[config.mk]
export PLATFORM = sky130hd
export DESIGN_NAME = ict_cell
export DESIGN_NICKNAME = d
export VERILOG_FILES = /design/src/rtl/ict_pkg.sv /design/src/rtl/ict_cell.sv
export SDC_FILE = /design/constraint.sdc
export NUM_CORES = 1
export LEC_CHECK = 0
export BUFFER_PORTS_ARGS = -buffer_cell sky130_fd_sc_hd__buf_2
export CORE_AREA = 3 3 164 166
export CTS_BUF_LIST = sky130_fd_sc_hd__clkbuf_4 sky130_fd_sc_hd__clkbuf_8 sky130_fd_sc_hd__clkbuf_16
export DETAILED_ROUTE_END_ITERATION = 6
export DIE_AREA = 0 0 167 169
export PLACE_DENSITY = 0.54
export SLEW_MARGIN = 25
export SYNTH_ARGS = -nofsm -noshare
export SYNTH_HDL_FRONTEND = slang
export SYNTH_SLANG_ARGS = --single-unit
export TNS_END_PERCENT = 20
[constraint.sdc]
create_clock -name clk -period 9.65 [get_ports clk]
set_clock_uncertainty 0.2 [all_clocks]
set_input_delay 1.4475 -clock clk [delete_from_list [all_inputs] [get_ports clk]]
set_output_delay 1.4475 -clock clk [all_outputs]
set_load 0.01 [all_outputs]
[src/rtl/ict_pkg.sv]
`default_nettype none
package ict_pkg;

  typedef struct packed {
    logic [47:0] off;
    logic [23:0] len;
    logic [31:0] ver;
  } ict_entry_t;

  localparam logic [1:0] CELL_HOLD   = 2'd0;
  localparam logic [1:0] CELL_INSERT = 2'd1;
  localparam logic [1:0] CELL_POP    = 2'd2;

  typedef struct packed {
    logic [1:0] op;
    ict_entry_t key;
  } ict_cell_ctl_t;

  localparam logic [2:0] ST_IN_ORDER   = 3'd0;
  localparam logic [2:0] ST_ABOVE_MAX  = 3'd1;
  localparam logic [2:0] ST_BELOW_MAX  = 3'd2;
  localparam logic [2:0] ST_DUPLICATE  = 3'd3;
  localparam logic [2:0] ST_TABLE_FULL = 3'd4;
  localparam logic [2:0] ST_FORCED     = 3'd5;

endpackage
`default_nettype wire

[src/rtl/ict_cell.sv]
`default_nettype none
// One slot of the sorted pending row. Cells stay ordered by ascending offset,
// valid ones packed at the low end.
module ict_cell (
  input  wire logic                   clk,
  input  wire logic                   rst_n,
  input  wire ict_pkg::ict_cell_ctl_t ctl,
  input  wire ict_pkg::ict_entry_t    prev_entry,
  input  wire logic                   prev_valid,
  input  wire logic                   prev_lt,
  input  wire ict_pkg::ict_entry_t    next_entry,
  input  wire logic                   next_valid,
  output ict_pkg::ict_entry_t         entry,
  output logic                        valid,
  output logic                        lt,
  output logic                        hit
);

  ict_pkg::ict_entry_t entry_r, entry_nxt;
  logic                valid_r, valid_nxt;

  assign entry = entry_r;
  assign valid = valid_r;
  assign lt    = valid_r && (entry_r.off < ctl.key.off);
  assign hit   = valid_r && (entry_r.off == ctl.key.off);

  always_comb begin
    entry_nxt = entry_r;
    valid_nxt = valid_r;
    case (ctl.op)
      ict_pkg::CELL_INSERT: begin
        // A cell below the key keeps its entry; the first one above takes the
        // key and the rest shift up by one.
        if (!lt) begin
          if (prev_lt) begin
            entry_nxt = ctl.key;
            valid_nxt = 1'b1;
          end else begin
            entry_nxt = prev_entry;
            valid_nxt = prev_valid;
          end
        end
      end
      ict_pkg::CELL_POP: begin
        entry_nxt = next_entry;
        valid_nxt = next_valid;
      end
      default: begin
      end
    endcase
  end

  always_ff @(posedge clk) begin
    if (!rst_n) begin
      valid_r <= 1'b0;
    end else begin
      valid_r <= valid_nxt;
    end
  end

  always_ff @(posedge clk) begin
    entry_r <= entry_nxt;
  end

endmodule
`default_nettype wire

Word-level counts from Yosys, hierarchy flattened --
Cells that the tools add are included.
Storage, ports and cells: register bits 105, input port bits 319, output and inout port bits 107
Operators by class: order comparisons 1, equality and inequality tests 4, muxes and demuxes 6, reduce and logical (&&, ||, !) cells 4
Operators with widths (count):
- $mux 104 | 2
- $pmux 104 s2 | 1
- $eq 48x48->1 | 1
- $lt 48x48->1 | 1
- $eq 2x1->1 const B | 1
- $eq 2x2->1 const B | 1
- $logic_and 1x1->1 | 2
- $mux 1 | 2
- $ne 2x2->1 const B | 1
- $pmux 1 s2 | 1
- $reduce_and 2->1 | 1
- $reduce_bool 2->1 | 1

Logic depth before layout (Yosys ltp) --
Gate-level depths: netlist of the first run.
depth after elaboration 4, depth in mapped cells 9

Worst setup path after synthesis of the first run --
No wires, ideal clock.
kind input to register, start in ctl[105] (netlist bit), end reg entry_r, in the netlist entry[0] (enable), library setup time 0.710 ns, arrival time 8.796 ns, setup slack -0.057 ns, stages on the path 2, cell sequence inv_1 -> o21ai_0
On the way: cells in the longest elaborated chain, start to end 3, elaborated cells on any way between the ends 5, classes of those cells eq/ne: 3; reduce/logical: 2
Ends and longest elaborated chain:
- start, declared | line ict_cell.sv:7 | input wire ict_pkg::ict_cell_ctl_t ctl,
- $eq 2x1->1 / $eq 2x2->1 (equally long branches) | line ict_cell.sv:30 | case (ctl.op)
- $ne 2x2->1 (no source line) / $reduce_bool 2->1 (equally long branches)
- $reduce_and 2->1 (no source line) (*)
- end signal, assigned | line ict_cell.sv:62 | entry_r <= entry_nxt;
- end, declared | line ict_cell.sv:19 | ict_pkg::ict_entry_t entry_r, entry_nxt;
Every way passes the cells marked *; elsewhere a longest branch is shown, timed or not. A chain may end at the register's enable or synchronous reset.

Worst setup path in the final report of the first run --
start in ctl[61] (netlist bit), end out lt
On the way: cells in the longest elaborated chain, start to end 2
Ends and longest elaborated chain:
- $lt 48x48->1 | line ict_cell.sv:24 | assign lt = valid_r && (entry_r.off < ctl.key.off);
- $logic_and 1x1->1 | line ict_cell.sv:24
- end, declared | line ict_cell.sv:15 | output logic lt,
Every way passes these cells.

==> metrics.yaml, run 1 <==
grt:
  global_route_met1_utilization_pct: 18.73
  vias_in_the_first_global_route: 6269
  initial_antenna_violation_count: 4
  remaining_global_route_overflow: 0
  gr-usage-met2_pct: 29.46
  grt_start_max_net_pins: 87
  track_usage_pct: 16.21
  grt_first_pass_wirelength_um: 35740
  global_route.usage.met3_pct: 5.441
  global_route.peak_usage_layer: "met2"
clock_tree:
  clock_tree.htree_level_count: 3
  cts_setup_buffers: 0
  cts-hold-fix-buffers: 0
  number_of_buffers_inserted_during_clock_tree_synthesis: 9
  cts.sinks: 105
  tritoncts_clock_tree: "yes"
  worst_setup_hold_path_clk_slew_ps: 70
  cts.repair.resized: 0
  worstSkewPairLatency_ps: 350
  clk_path_buf_depth: 2
  clockRootBuffer: "sky130_fd_sc_hd__clkbuf_16"
final_layout:
  antenna_cells: 0
  fillers: 2667
  flow.area_growth_from_synthesis_pct: 42.03
  regArea_mm2: 0.003143
  multi_input_area_mm2: 0.003065
  drive_above_1_share_pct: 43.59
  finalNetCount: 1408
  fin_util_pct: 36.09
  number_of_cells_in_the_finished_layout_apart_from_fillers: 1381
critical_path:
  critical_path.endpoint_type: "primary output"
  critical_path_arrival_ps: 3250
  critical_path.cell_chain: "buf_2 -> inv_1 -> ha_1 -> a21oi_1 -> o21ai_0 -> a221o_1 -> a211oi_1 -> o21ai_2 -> a21oi_1 -> buf_2"
  critical-path-slowest-cell: "sky130_fd_sc_hd__a221o_1"
  critical_path_class: "in -> out"
  cp_num_buf_inv: 3
  register_to_register_setup_slack_ps: 5590
  timing.critical_path.from_type: "input pin"
  crit_required_ps: 8000
  max_stage_delay_ps: 390
  critical_path.max_fanout: 2
  critical_path.top_delay_family: "compound AO/OA/AOI/OAI gates"
min_path:
  holdCritPathClass: "reg -> reg"
drt:
  residual_antenna_violating_net_count_after_detailed_routing: 0
  vias: 6161
  drt-wirelength-per-cell_um: 17.25
  detail_route.drc_violations: 0
  initialDrtViolationCount: 285
  routed_wl_um: 23820
  detail_route.first_pass.iterations: 4
  detail_route.vias_per_cell: 4.461
power:
  total_leakage_power_nw: 4.605
  fin_total_pwr_w: 0.001241
  vdd_ir_drop_max_uv: 96.78
  p_per_area_mw_per_mm2: 133.5
timing:
  max-slew-margin-rel_pct: 41.15
  tightestPinTransition_ps: 880.7
  finalCriticalPeriod_ps: 4898
  hold_violations: 0
  finalSetupViolCount: 0
  fin_setup_tns_ps: 0
  timing.final.ws_setup_ps: 4752
  setup_repair_after_global_routing_missed_its_margin: "no"
  layout_worst_path_cycle_share_pct: 50.75
  max_clock_freq_ghz: 0.2042
  report.final.slew_viol_count: 0
synth:
  netlist_instances: 635
  synthesis.area_mm2: 0.006546
  synth_largest_type_area_fraction_pct: 47.71
  post_synth_mux_area_share_pct: 16.23
  synth_enable_flop_cells: 104
  ffs_w_async_s_r_synth_pct: 0
  synth_top_family_by_area: "multiplexers"
  synth_sequential_area_ratio_pct: 48.01
  synth_largest_area_cell: "sky130_fd_sc_hd__edfxtp_1"
  post_synth_and_or_nand_nor_area_fraction_pct: 8.754
  avgSynthCellArea_um2: 10.31
  post_synth_xor_area_fraction_pct: 0
  postSynthNetCount: 1002
  synth.cells.most_frequent: "sky130_fd_sc_hd__nand2_1, sky130_fd_sc_hd__o21ai_0, sky130_fd_sc_hd__mux2i_1"
  yosys.area_share.adder_pct: 9.174
  synth.most_common_cell: "sky130_fd_sc_hd__nand2_1"
  yosysWarnings: 0
  yosysUniqueCellTypes: 31
  synth-seq-cells: 105
  primary_flip_flop_cell_chosen_by_synthesis_mapping: "sky130_fd_sc_hd__edfxtp_1"
  post_synthesis_compound_gate_area_fraction_pct: 12.39
  yosys-top-cells-area: "sky130_fd_sc_hd__edfxtp_1, sky130_fd_sc_hd__mux2i_1, sky130_fd_sc_hd__ha_1"
die:
  floorplan.die.height_um: 169
  fp.coreArea_mm2: 0.02576
  design.portCount: 426
  floorplan.die.width_um: 167
  initial_utilization_pct: 25.41
  row_cnt: 59
  die_area_mm2: 0.02822
placed_design:
  portBuffers: 425
  placed_cells_incl_taps: 1365
  gpl.final_weighted_congestion: 0.8183
  dp_worst_setup_slack_ps: 4357
  hpwlAfterDp_um: 19610
outcome:
  outcome: "finished, final reports clean"
run:
  cap_viol_max_count: 0
[cells in the final DEF (no fill, tap or decap), drive strengths merged, types with 2 or more instances in the layout]
master,instances
a211oi,3
a21o,6
a21oi,18
and3,2
buf,430
clkbuf,9
clkinv,3
edfxtp,104
ha,48
inv,58
mux2i,105
nand2,115
nand3,3
nand4,8
nor2,4
nor2b,2
nor4,3
o21ai,116
[sequential cells by signal, summed over array words and instances (netlist names)]
signal and flops:
entry 104, valid 1
[per-layer routing]
metal / share of wire, % / wire [um]
met4: 1.1 / 265
met2: 51 / 12090
met3: 8.7 / 2073
met5: 0.20 / 48
met1: 39 / 9335
[cell families (layout without fill, tap and decap cells)]
group                    count (synthesis)  in the layout
AO/OA/AOI/OAI                          148            148
multiplexers                           106            106
flip-flops                             105            105
adder cells (fa/ha/maj)                 48             48
AND/OR/NAND/NOR                        139            139
buffers and inverters                   89            500
[area by class of cell]
cell class / instances / area share, %
Sequential cell: 105 / 33.80
Multi-Input combinational cell: 441 / 32.97
Timing Repair Buffer: 430 / 23.35
Tap cell: 335 / 4.508
Clock buffer: 9 / 2.422
Inverter: 54 / 2.180
Clock inverter: 7 / 0.7671
[worst reg2reg max path, delay by kind of cell, from the launching register on]
kind / cells / cell delay [ps]
buf+inv: 2 / 1320
compound gates: 4 / 580
simple gates: 3 / 780
fa+ha+maj: 1 / 330
flops: 1 / 440
[report_power, final]
group	internal, W	switching [W]	leakage (nW)
logic	0.000133	0.000162	3.44
clock network	0.000183	0.000189	0.144
registers	0.000557	0.0000167	1.02
[through the flow]
step                      cell area [um2]  hold slack, ps
final                                9298           666.9
after global routing                 9298           738.2
after CTS                            9298           709.4
after detailed placement             9001           690.8
after global placement               9001           691.7
after floorplan                      6546           525.0
[path summary, 6_finish.rpt]
kind | start | endpoint | cells past startpoint
setup / recovery | ctl[61] | lt | 10
hold / removal | valid | valid | 3
setup reg to reg | entry[103] | entry[77] | 10
hold reg to reg | valid | valid | 3
Power figures use the tool's default switching activity.
==> run 2, diff against run 1 <==
==> constraint.sdc (replaced) <==
create_clock -name clk -period 4.3 [get_ports clk]
set_clock_uncertainty 0.2 [all_clocks]
set_input_delay 0.645 -clock clk [delete_from_list [all_inputs] [get_ports clk]]
set_output_delay 0.645 -clock clk [all_outputs]
set_load 0.01 [all_outputs]
==> run 2 against run 1 <==
- global-route usage fell by 0.48 points
- design area up 0.63%
- hold slack lost 310 ps
- core utilization is 0.23 points higher
- flip-flop and latch count is the same
- via count decreased by 0.84%
- clock power increased by 130%
- combinational power up 130%
- largest cell class unchanged
- critical path depth is the same
- first-iteration DRC count down 4.2%
- count of clock-buffer cells in the layout up 1
- final cell count up 0.36%
==> metrics.yaml, run 2 (same netlist as run 1, synthesis figures left out) <==
outcome:
  outcome: "finished, final reports clean"
drt:
  routed_wl_um: 23550  # -1.1%
  drt-wirelength-per-cell_um: 16.99  # -1.5%
  detail_route.vias_per_cell: 4.408  # -1.2%
  vias: 6109  # -0.84%
  residual_antenna_violating_net_count_after_detailed_routing: 0  # unchanged
  detail_route.drc_violations: 0  # unchanged
  detail_route.first_pass.iterations: 5  # +1
  routed-wl-met2_um: 11570  # -4.3%
  wl_met1_um: 9600  # +2.8%
  top_layer: "met5"
  route.met3.wl_um: 2002  # -3.4%
  initialDrtViolationCount: 273  # -4.2%
grt:
  vias_in_the_first_global_route: 6027  # -3.9%
  grt_start_max_net_pins: 87  # unchanged
  grt_first_pass_wirelength_um: 34790  # -2.6%
  remaining_global_route_overflow: 0  # unchanged
  track_usage_pct: 15.73  # -0.48 points
  initial_antenna_violation_count: 5  # +1
timing:
  report.final.slew_viol_count: 0  # unchanged
  finalSetupViolCount: 0  # unchanged
  max_clock_freq_ghz: 0.3022
  max-slew-margin-rel_pct: 50.07  # +8.9 points
  finalCriticalPeriod_ps: 3309
  hold_violations: 0  # unchanged
  layout_worst_path_cycle_share_pct: 76.95
  fin_setup_tns_ps: 0  # unchanged
  tightestPinTransition_ps: 749.0  # -131.7 ps
  setup_repair_after_global_routing_missed_its_margin: "no"
clock_tree:
  cts.repair.resized: 0  # unchanged
  clock_tree.htree_level_count: 3  # unchanged
  number_of_buffers_inserted_during_clock_tree_synthesis: 9  # unchanged
  tritoncts_clock_tree: "yes"
  clk_path_buf_depth: 2  # unchanged
  clockRootBuffer: "sky130_fd_sc_hd__clkbuf_16"
  cts-hold-fix-buffers: 0  # unchanged
  cts_setup_buffers: 0  # unchanged
  cts.sinks: 105  # unchanged
  worstSkewPairLatency_ps: 350  # about the same
  worst_setup_hold_path_clk_slew_ps: 90  # +20 ps
min_path:
  worst_hold_path.num_cells: 3  # unchanged
  startpoint_of_the_worst_hold_path: "next_entry[4]"
  holdCritPathClass: "in -> reg"
  worst_hold_path.endpoint: "entry[4]"
critical_path:
  timing.reg2reg.worst_path_depth: 8  # -2
  critical_path_arrival_ps: 2460  # -790 ps
  crit_required_ps: 3450  # -4550 ps
  reg2reg_to: "entry[30]"
  critical_path_class: "in -> out"
  critical_path.endpoint_type: "primary output"
  timing.critical_path.from_type: "input pin"
  register_to_register_setup_slack_ps: 1230  # -4360 ps
  critical_path.max_fanout: 2  # unchanged
  crit-reg2reg-launch: "entry[70]"
placed_design:
  hpwlAfterDp_um: 19170  # -2.2%
  portBuffers: 425  # unchanged
  gpl.final_weighted_congestion: 0.8373  # +2.3%
die:
  floorplan.die.height_um: 169  # unchanged
  fp.coreArea_mm2: 0.02576  # unchanged
  floorplan.die.width_um: 167  # unchanged
  initial_utilization_pct: 25.41  # unchanged
  die_area_mm2: 0.02822  # unchanged
  row_cnt: 59  # unchanged
  design.portCount: 426  # unchanged
power:
  power_switching_w: 0.0008216  # +120%
  power.combinational.fraction_pct: 23.9  # about the same
  vdd_ir_drop_max_uv: 202.4  # +110%
  switching_share_pct: 29.42  # -0.17 points
  p_per_area_mw_per_mm2: 298.5  # +120%
  cell_internal_pwr_w: 0.001971  # +130%
  total_leakage_power_nw: 4.630  # +0.53%
  clkPwrFrac_pct: 30.0  # about the same
  seq_power_share_pct: 46.1  # -0.2 points
final_layout:
  fillers: 2669  # +0.075%
  leading_cell_types_in_the_layout_fill_and_taps_excluded: "sky130_fd_sc_hd__buf_2, sky130_fd_sc_hd__nand2_1, sky130_fd_sc_hd__o21ai_0"
  finalNetCount: 1410  # +0.14%
  drive_above_1_share_pct: 43.80  # +0.20 points
  leading_cell_type_in_the_layout_fill_and_taps_excluded: "sky130_fd_sc_hd__buf_2"
  largest_reg_flops: 104  # unchanged
  fin_util_pct: 36.32  # +0.23 points
  flow.area_growth_from_synthesis_pct: 42.93
run:
  cap_viol_max_count: 0  # unchanged
## run 2: cell types whose count changed in the layout (fill, tap and decap cells not counted), moves of 2 or more
cell / before / now
sky130_fd_sc_hd__buf_12: 0 / 3
sky130_fd_sc_hd__diode_2: 0 / 3
sky130_fd_sc_hd__inv_6: 4 / 2
sky130_fd_sc_hd__clkinv_4: 0 / 2
## run 2: how the worst max path moves through the flow
stage	end	cells past startpoint	slack, ps	startpoint
floorplan	entry[0]	2	190	ctl[105]
global placement	entry[0]	10	760	ctl[71]
detailed placement	entry[28]	10	850	ctl[71]
CTS	lt	8	950	entry[63]
global route	lt	10	860	ctl[61]
finish	lt	10	990	ctl[61]
## run 2: power by group through the flow
stage / clock network, W / logic (W) / registers (W)
2_1_floorplan: 0 / 0.000284 / 0.00136
3_3_place_gp: 0 / 0.000673 / 0.00131
3_5_place_dp: 0 / 0.000678 / 0.00131
4_1_cts: 0.000884 / 0.000679 / 0.00129
5_1_grt: 0.000911 / 0.000749 / 0.00130
6_report: 0.000837 / 0.000668 / 0.00129
## run 2: layout make-up
| type | count | area, um2 | area share [%] |
|---|---|---|---|
| Sequential cell | 105 | 3143 | 33.59 |
| Clock inverter | 6 | 62.56 | 0.6686 |
| Multi-Input combinational cell | 441 | 3065 | 32.76 |
| Tap cell | 335 | 419.2 | 4.480 |
| Antenna cell | 3 | 7.507 | 0.08024 |
| Inverter | 54 | 202.7 | 2.166 |
| Clock buffer | 10 | 232.7 | 2.487 |
| Timing Repair Buffer | 432 | 2223 | 23.76 |
## run 2: through the flow
stage / instances / cell area (um2) / worst slack [ps] / total power, W / hold WS, ps
6_report: 1386 / 9356 / 991.3 / 0.002793 / 353.3
2_1_floorplan: 635 / 6550 / 194.8 / 0.001646 / 525.0
5_1_grt: 1386 / 9356 / 864.4 / 0.002959 / 352.5
4_1_cts: 1383 / 9349 / 955.0 / 0.002852 / 336.4
3_5_place_dp: 1367 / 9054 / 845.4 / 0.001988 / 668.1
3_3_place_gp: 1367 / 9054 / 760.0 / 0.001981 / 684.8
## run 2: routing by layer
layer / global-route usage (%) / up-vias
li1: - / 3102
met1: 19.08 / 2729
met2: 26.97 / 252
met3: 5.184 / 22
met4: 4.161 / 4
met5: 0 / -
## run 2: critical path, cell delays in order
cell and delay (ps):
sky130_fd_sc_hd__buf_2 100, sky130_fd_sc_hd__inv_1 40, sky130_fd_sc_hd__ha_1 300, sky130_fd_sc_hd__a21oi_1 120
sky130_fd_sc_hd__o21ai_0 160, sky130_fd_sc_hd__a221o_1 380, sky130_fd_sc_hd__a211oi_1 310, sky130_fd_sc_hd__o21ai_2 120
sky130_fd_sc_hd__a21oi_1 130, sky130_fd_sc_hd__buf_2 160
==> run 3, diff against run 2 <==
--- a/config.mk
+++ b/config.mk
@@ -6,11 +6,11 @@
 export NUM_CORES = 1
 export LEC_CHECK = 0
 export BUFFER_PORTS_ARGS = -buffer_cell sky130_fd_sc_hd__buf_2
-export CORE_AREA = 3 3 164 166
+export CORE_AREA = 3 3 165 167
 export CTS_BUF_LIST = sky130_fd_sc_hd__clkbuf_4 sky130_fd_sc_hd__clkbuf_8 sky130_fd_sc_hd__clkbuf_16
 export DETAILED_ROUTE_END_ITERATION = 6
-export DIE_AREA = 0 0 167 169
-export PLACE_DENSITY = 0.54
+export DIE_AREA = 0 0 168 170
+export PLACE_DENSITY = 0.51
 export SLEW_MARGIN = 25
 export SYNTH_ARGS = -nofsm -noshare
 export SYNTH_HDL_FRONTEND = slang
==> constraint.sdc (replaced) <==
create_clock -name clk -period 3.4 [get_ports clk]
set_clock_uncertainty 0.2 [all_clocks]
set_input_delay 0.51 -clock clk [delete_from_list [all_inputs] [get_ports clk]]
set_output_delay 0.51 -clock clk [all_outputs]
set_load 0.01 [all_outputs]
==> run 3 against run 2 <==
- core utilization barely moved
- critical path type is now reg -> out
- count of clock-buffer cells in the layout unchanged
- flip-flop and latch count did not move
==> metrics.yaml, run 3 (same netlist as run 1, synthesis figures left out) <==
grt:
  grt_first_pass_wirelength_um: 35070  # +0.81%
  track_usage_pct: 15.74  # about the same
  remaining_global_route_overflow: 0  # unchanged
  grt_start_max_net_pins: 122  # +40%
  vias_in_the_first_global_route: 6209  # +3.0%
  initial_antenna_violation_count: 4  # -1
die:
  row_cnt: 59  # unchanged
  die_area_mm2: 0.02856  # +1.2%
  floorplan.die.height_um: 170  # +0.59%
  floorplan.die.width_um: 168  # +0.60%
  fp.coreArea_mm2: 0.02591  # +0.57%
  design.portCount: 426  # unchanged
  initial_utilization_pct: 25.26  # -0.14 points
drt:
  residual_antenna_violating_net_count_after_detailed_routing: 0  # unchanged
  initialDrtViolationCount: 227  # -17%
  detail_route.vias_per_cell: 4.392  # -0.35%
  drt-wirelength-per-cell_um: 17.12  # +0.75%
  routed_wl_um: 23740  # +0.82%
  vias: 6092  # -0.28%
  detail_route.drc_violations: 0  # unchanged
  detail_route.first_pass.iterations: 4  # -1
min_path:
  worst_hold_path.endpoint: "entry[5]"
  startpoint_of_the_worst_hold_path: "next_entry[5]"
  holdCritPathClass: "in -> reg"
  worst_hold_path.num_cells: 3  # unchanged
power:
  fin_total_pwr_w: 0.003538  # +27%
  vdd_ir_drop_max_uv: 242.5  # +20%
  p_per_area_mw_per_mm2: 376.5  # +26%
  total_leakage_power_nw: 4.656  # +0.56%
timing:
  finalSetupViolCount: 0  # unchanged
  max_clock_freq_ghz: 0.3221
  fin_setup_tns_ps: 0  # unchanged
  max-slew-margin-rel_pct: 62.43  # +12 points
  hold_violations: 0  # unchanged
  report.final.slew_viol_count: 0  # unchanged
  tightestPinTransition_ps: 563.6  # -185.4 ps
  finalCriticalPeriod_ps: 3105
  layout_worst_path_cycle_share_pct: 91.31
  setup_repair_after_global_routing_missed_its_margin: "no"
critical_path:
  crit-reg2reg-launch: "entry[103]"
  timing.reg2reg.worst_path_depth: 9  # +1
  crit_required_ps: 2690  # -760 ps
  critical-path-slowest-cell: "sky130_fd_sc_hd__edfxtp_1"
  critical_path.endpoint_type: "primary output"
  max_stage_delay_ps: 410  # +30 ps
  critical_path.cell_chain: "ha_1 -> a21oi_1 -> o21ai_0 -> a221o_1 -> a211oi_1 -> o21ai_2 -> a21oi_1 -> buf_2"
  critical_path_arrival_ps: 2390  # -70 ps
  cpMostUsedCell: "sky130_fd_sc_hd__a21oi_1"
  reg2reg_to: "entry[26]"
  critical_path_class: "reg -> out"
  timing.critical_path.from_type: "register"
  critical_path.max_fanout: 2  # unchanged
  register_to_register_setup_slack_ps: 390  # -840 ps
clock_tree:
  clockRootBuffer: "sky130_fd_sc_hd__clkbuf_16"
  worst_setup_hold_path_clk_slew_ps: 90  # about the same
  cts-hold-fix-buffers: 0  # unchanged
  number_of_buffers_inserted_during_clock_tree_synthesis: 9  # unchanged
  tritoncts_clock_tree: "yes"
  cts.sinks: 105  # unchanged
  worstSkewPairLatency_ps: 340  # about the same
  clock_tree.htree_level_count: 3  # unchanged
  clk_path_buf_depth: 2  # unchanged
  cts.repair.resized: 0  # unchanged
  cts_setup_buffers: 0  # unchanged
placed_design:
  gpl.final_weighted_congestion: 0.8060  # -3.7%
  portBuffers: 425  # unchanged
  hpwlAfterDp_um: 19310  # +0.69%
final_layout:
  antenna_cells: 0  # -3
  leading_cell_type_in_the_layout_fill_and_taps_excluded: "sky130_fd_sc_hd__buf_2"
  largest_reg_flops: 104  # unchanged
  leading_cell_types_in_the_layout_fill_and_taps_excluded: "sky130_fd_sc_hd__buf_2, sky130_fd_sc_hd__nand2_1, sky130_fd_sc_hd__o21ai_0"
  finalNetCount: 1414  # +0.28%
  fin_util_pct: 36.27  # -0.043 points
  flow.area_growth_from_synthesis_pct: 43.58
  multi_input_area_mm2: 0.003065  # unchanged
  regArea_mm2: 0.003143  # unchanged
  fillers: 2736  # +2.5%
  drive_above_1_share_pct: 44.01  # +0.21 points
outcome:
  outcome: "finished, final reports clean"
run:
  cap_viol_max_count: 0  # unchanged
## run 3: per-stage QoR
step | worst slack (ps) | cell area, um2 | hold WS, ps | instances
floorplan | 120.7 | 6558 | 452.6 | 635
global placement | 165.6 | 9109 | 577.1 | 1371
detailed placement | 139.8 | 9109 | 580.8 | 1371
CTS | 237.9 | 9399 | 201.4 | 1387
global route | 148.6 | 9399 | 222.2 | 1387
finish | 295.3 | 9399 | 222.4 | 1387
## run 3: area by class of cell
class	count	area share (%)
Clock inverter	6	0.6124
Multi-Input combinational cell	441	32.61
Inverter	54	2.157
Clock buffer	10	2.476
Tap cell	335	4.460
Timing Repair Buffer	436	24.24
Sequential cell	105	33.44
## run 3: per-layer routing
metal	up-vias	track usage [%]	share of wire [%]	routed length, um
met3	20	5.528	8.4	2002
met4	6	3.237	1.1	272
met2	237	28.10	50	11910
met5	-	0	0.14	34
met1	2726	18.35	40	9522
li1	3103	-	-	-
## run 3: worst max-delay path, delay by kind of cell, from the launching register on
kind | cells | cell delay [ps]
AO/OA/AOI/OAI | 6 | 1150
adder cells (fa/ha/maj) | 1 | 320
buffers and inverters | 1 | 170
flip-flops | 1 | 410
## run 3: how the worst max path moves through the flow
stage | cells after the start | from | endpoint
after detailed placement | 11 | ctl[99] | entry[50]
after global routing | 8 | entry[63] | lt
after floorplan | 9 | ctl[103] | entry[0]
after global placement | 11 | ctl[99] | entry[28]
final | 8 | entry[63] | lt
after CTS | 8 | entry[63] | lt
## run 3: power by group
part | internal [W] | switching, W | total (W)
sequential | 0.00158 | 0.0000476 | 0.00163
combinational | 0.000392 | 0.000461 | 0.000853
clock | 0.000526 | 0.000531 | 0.00106
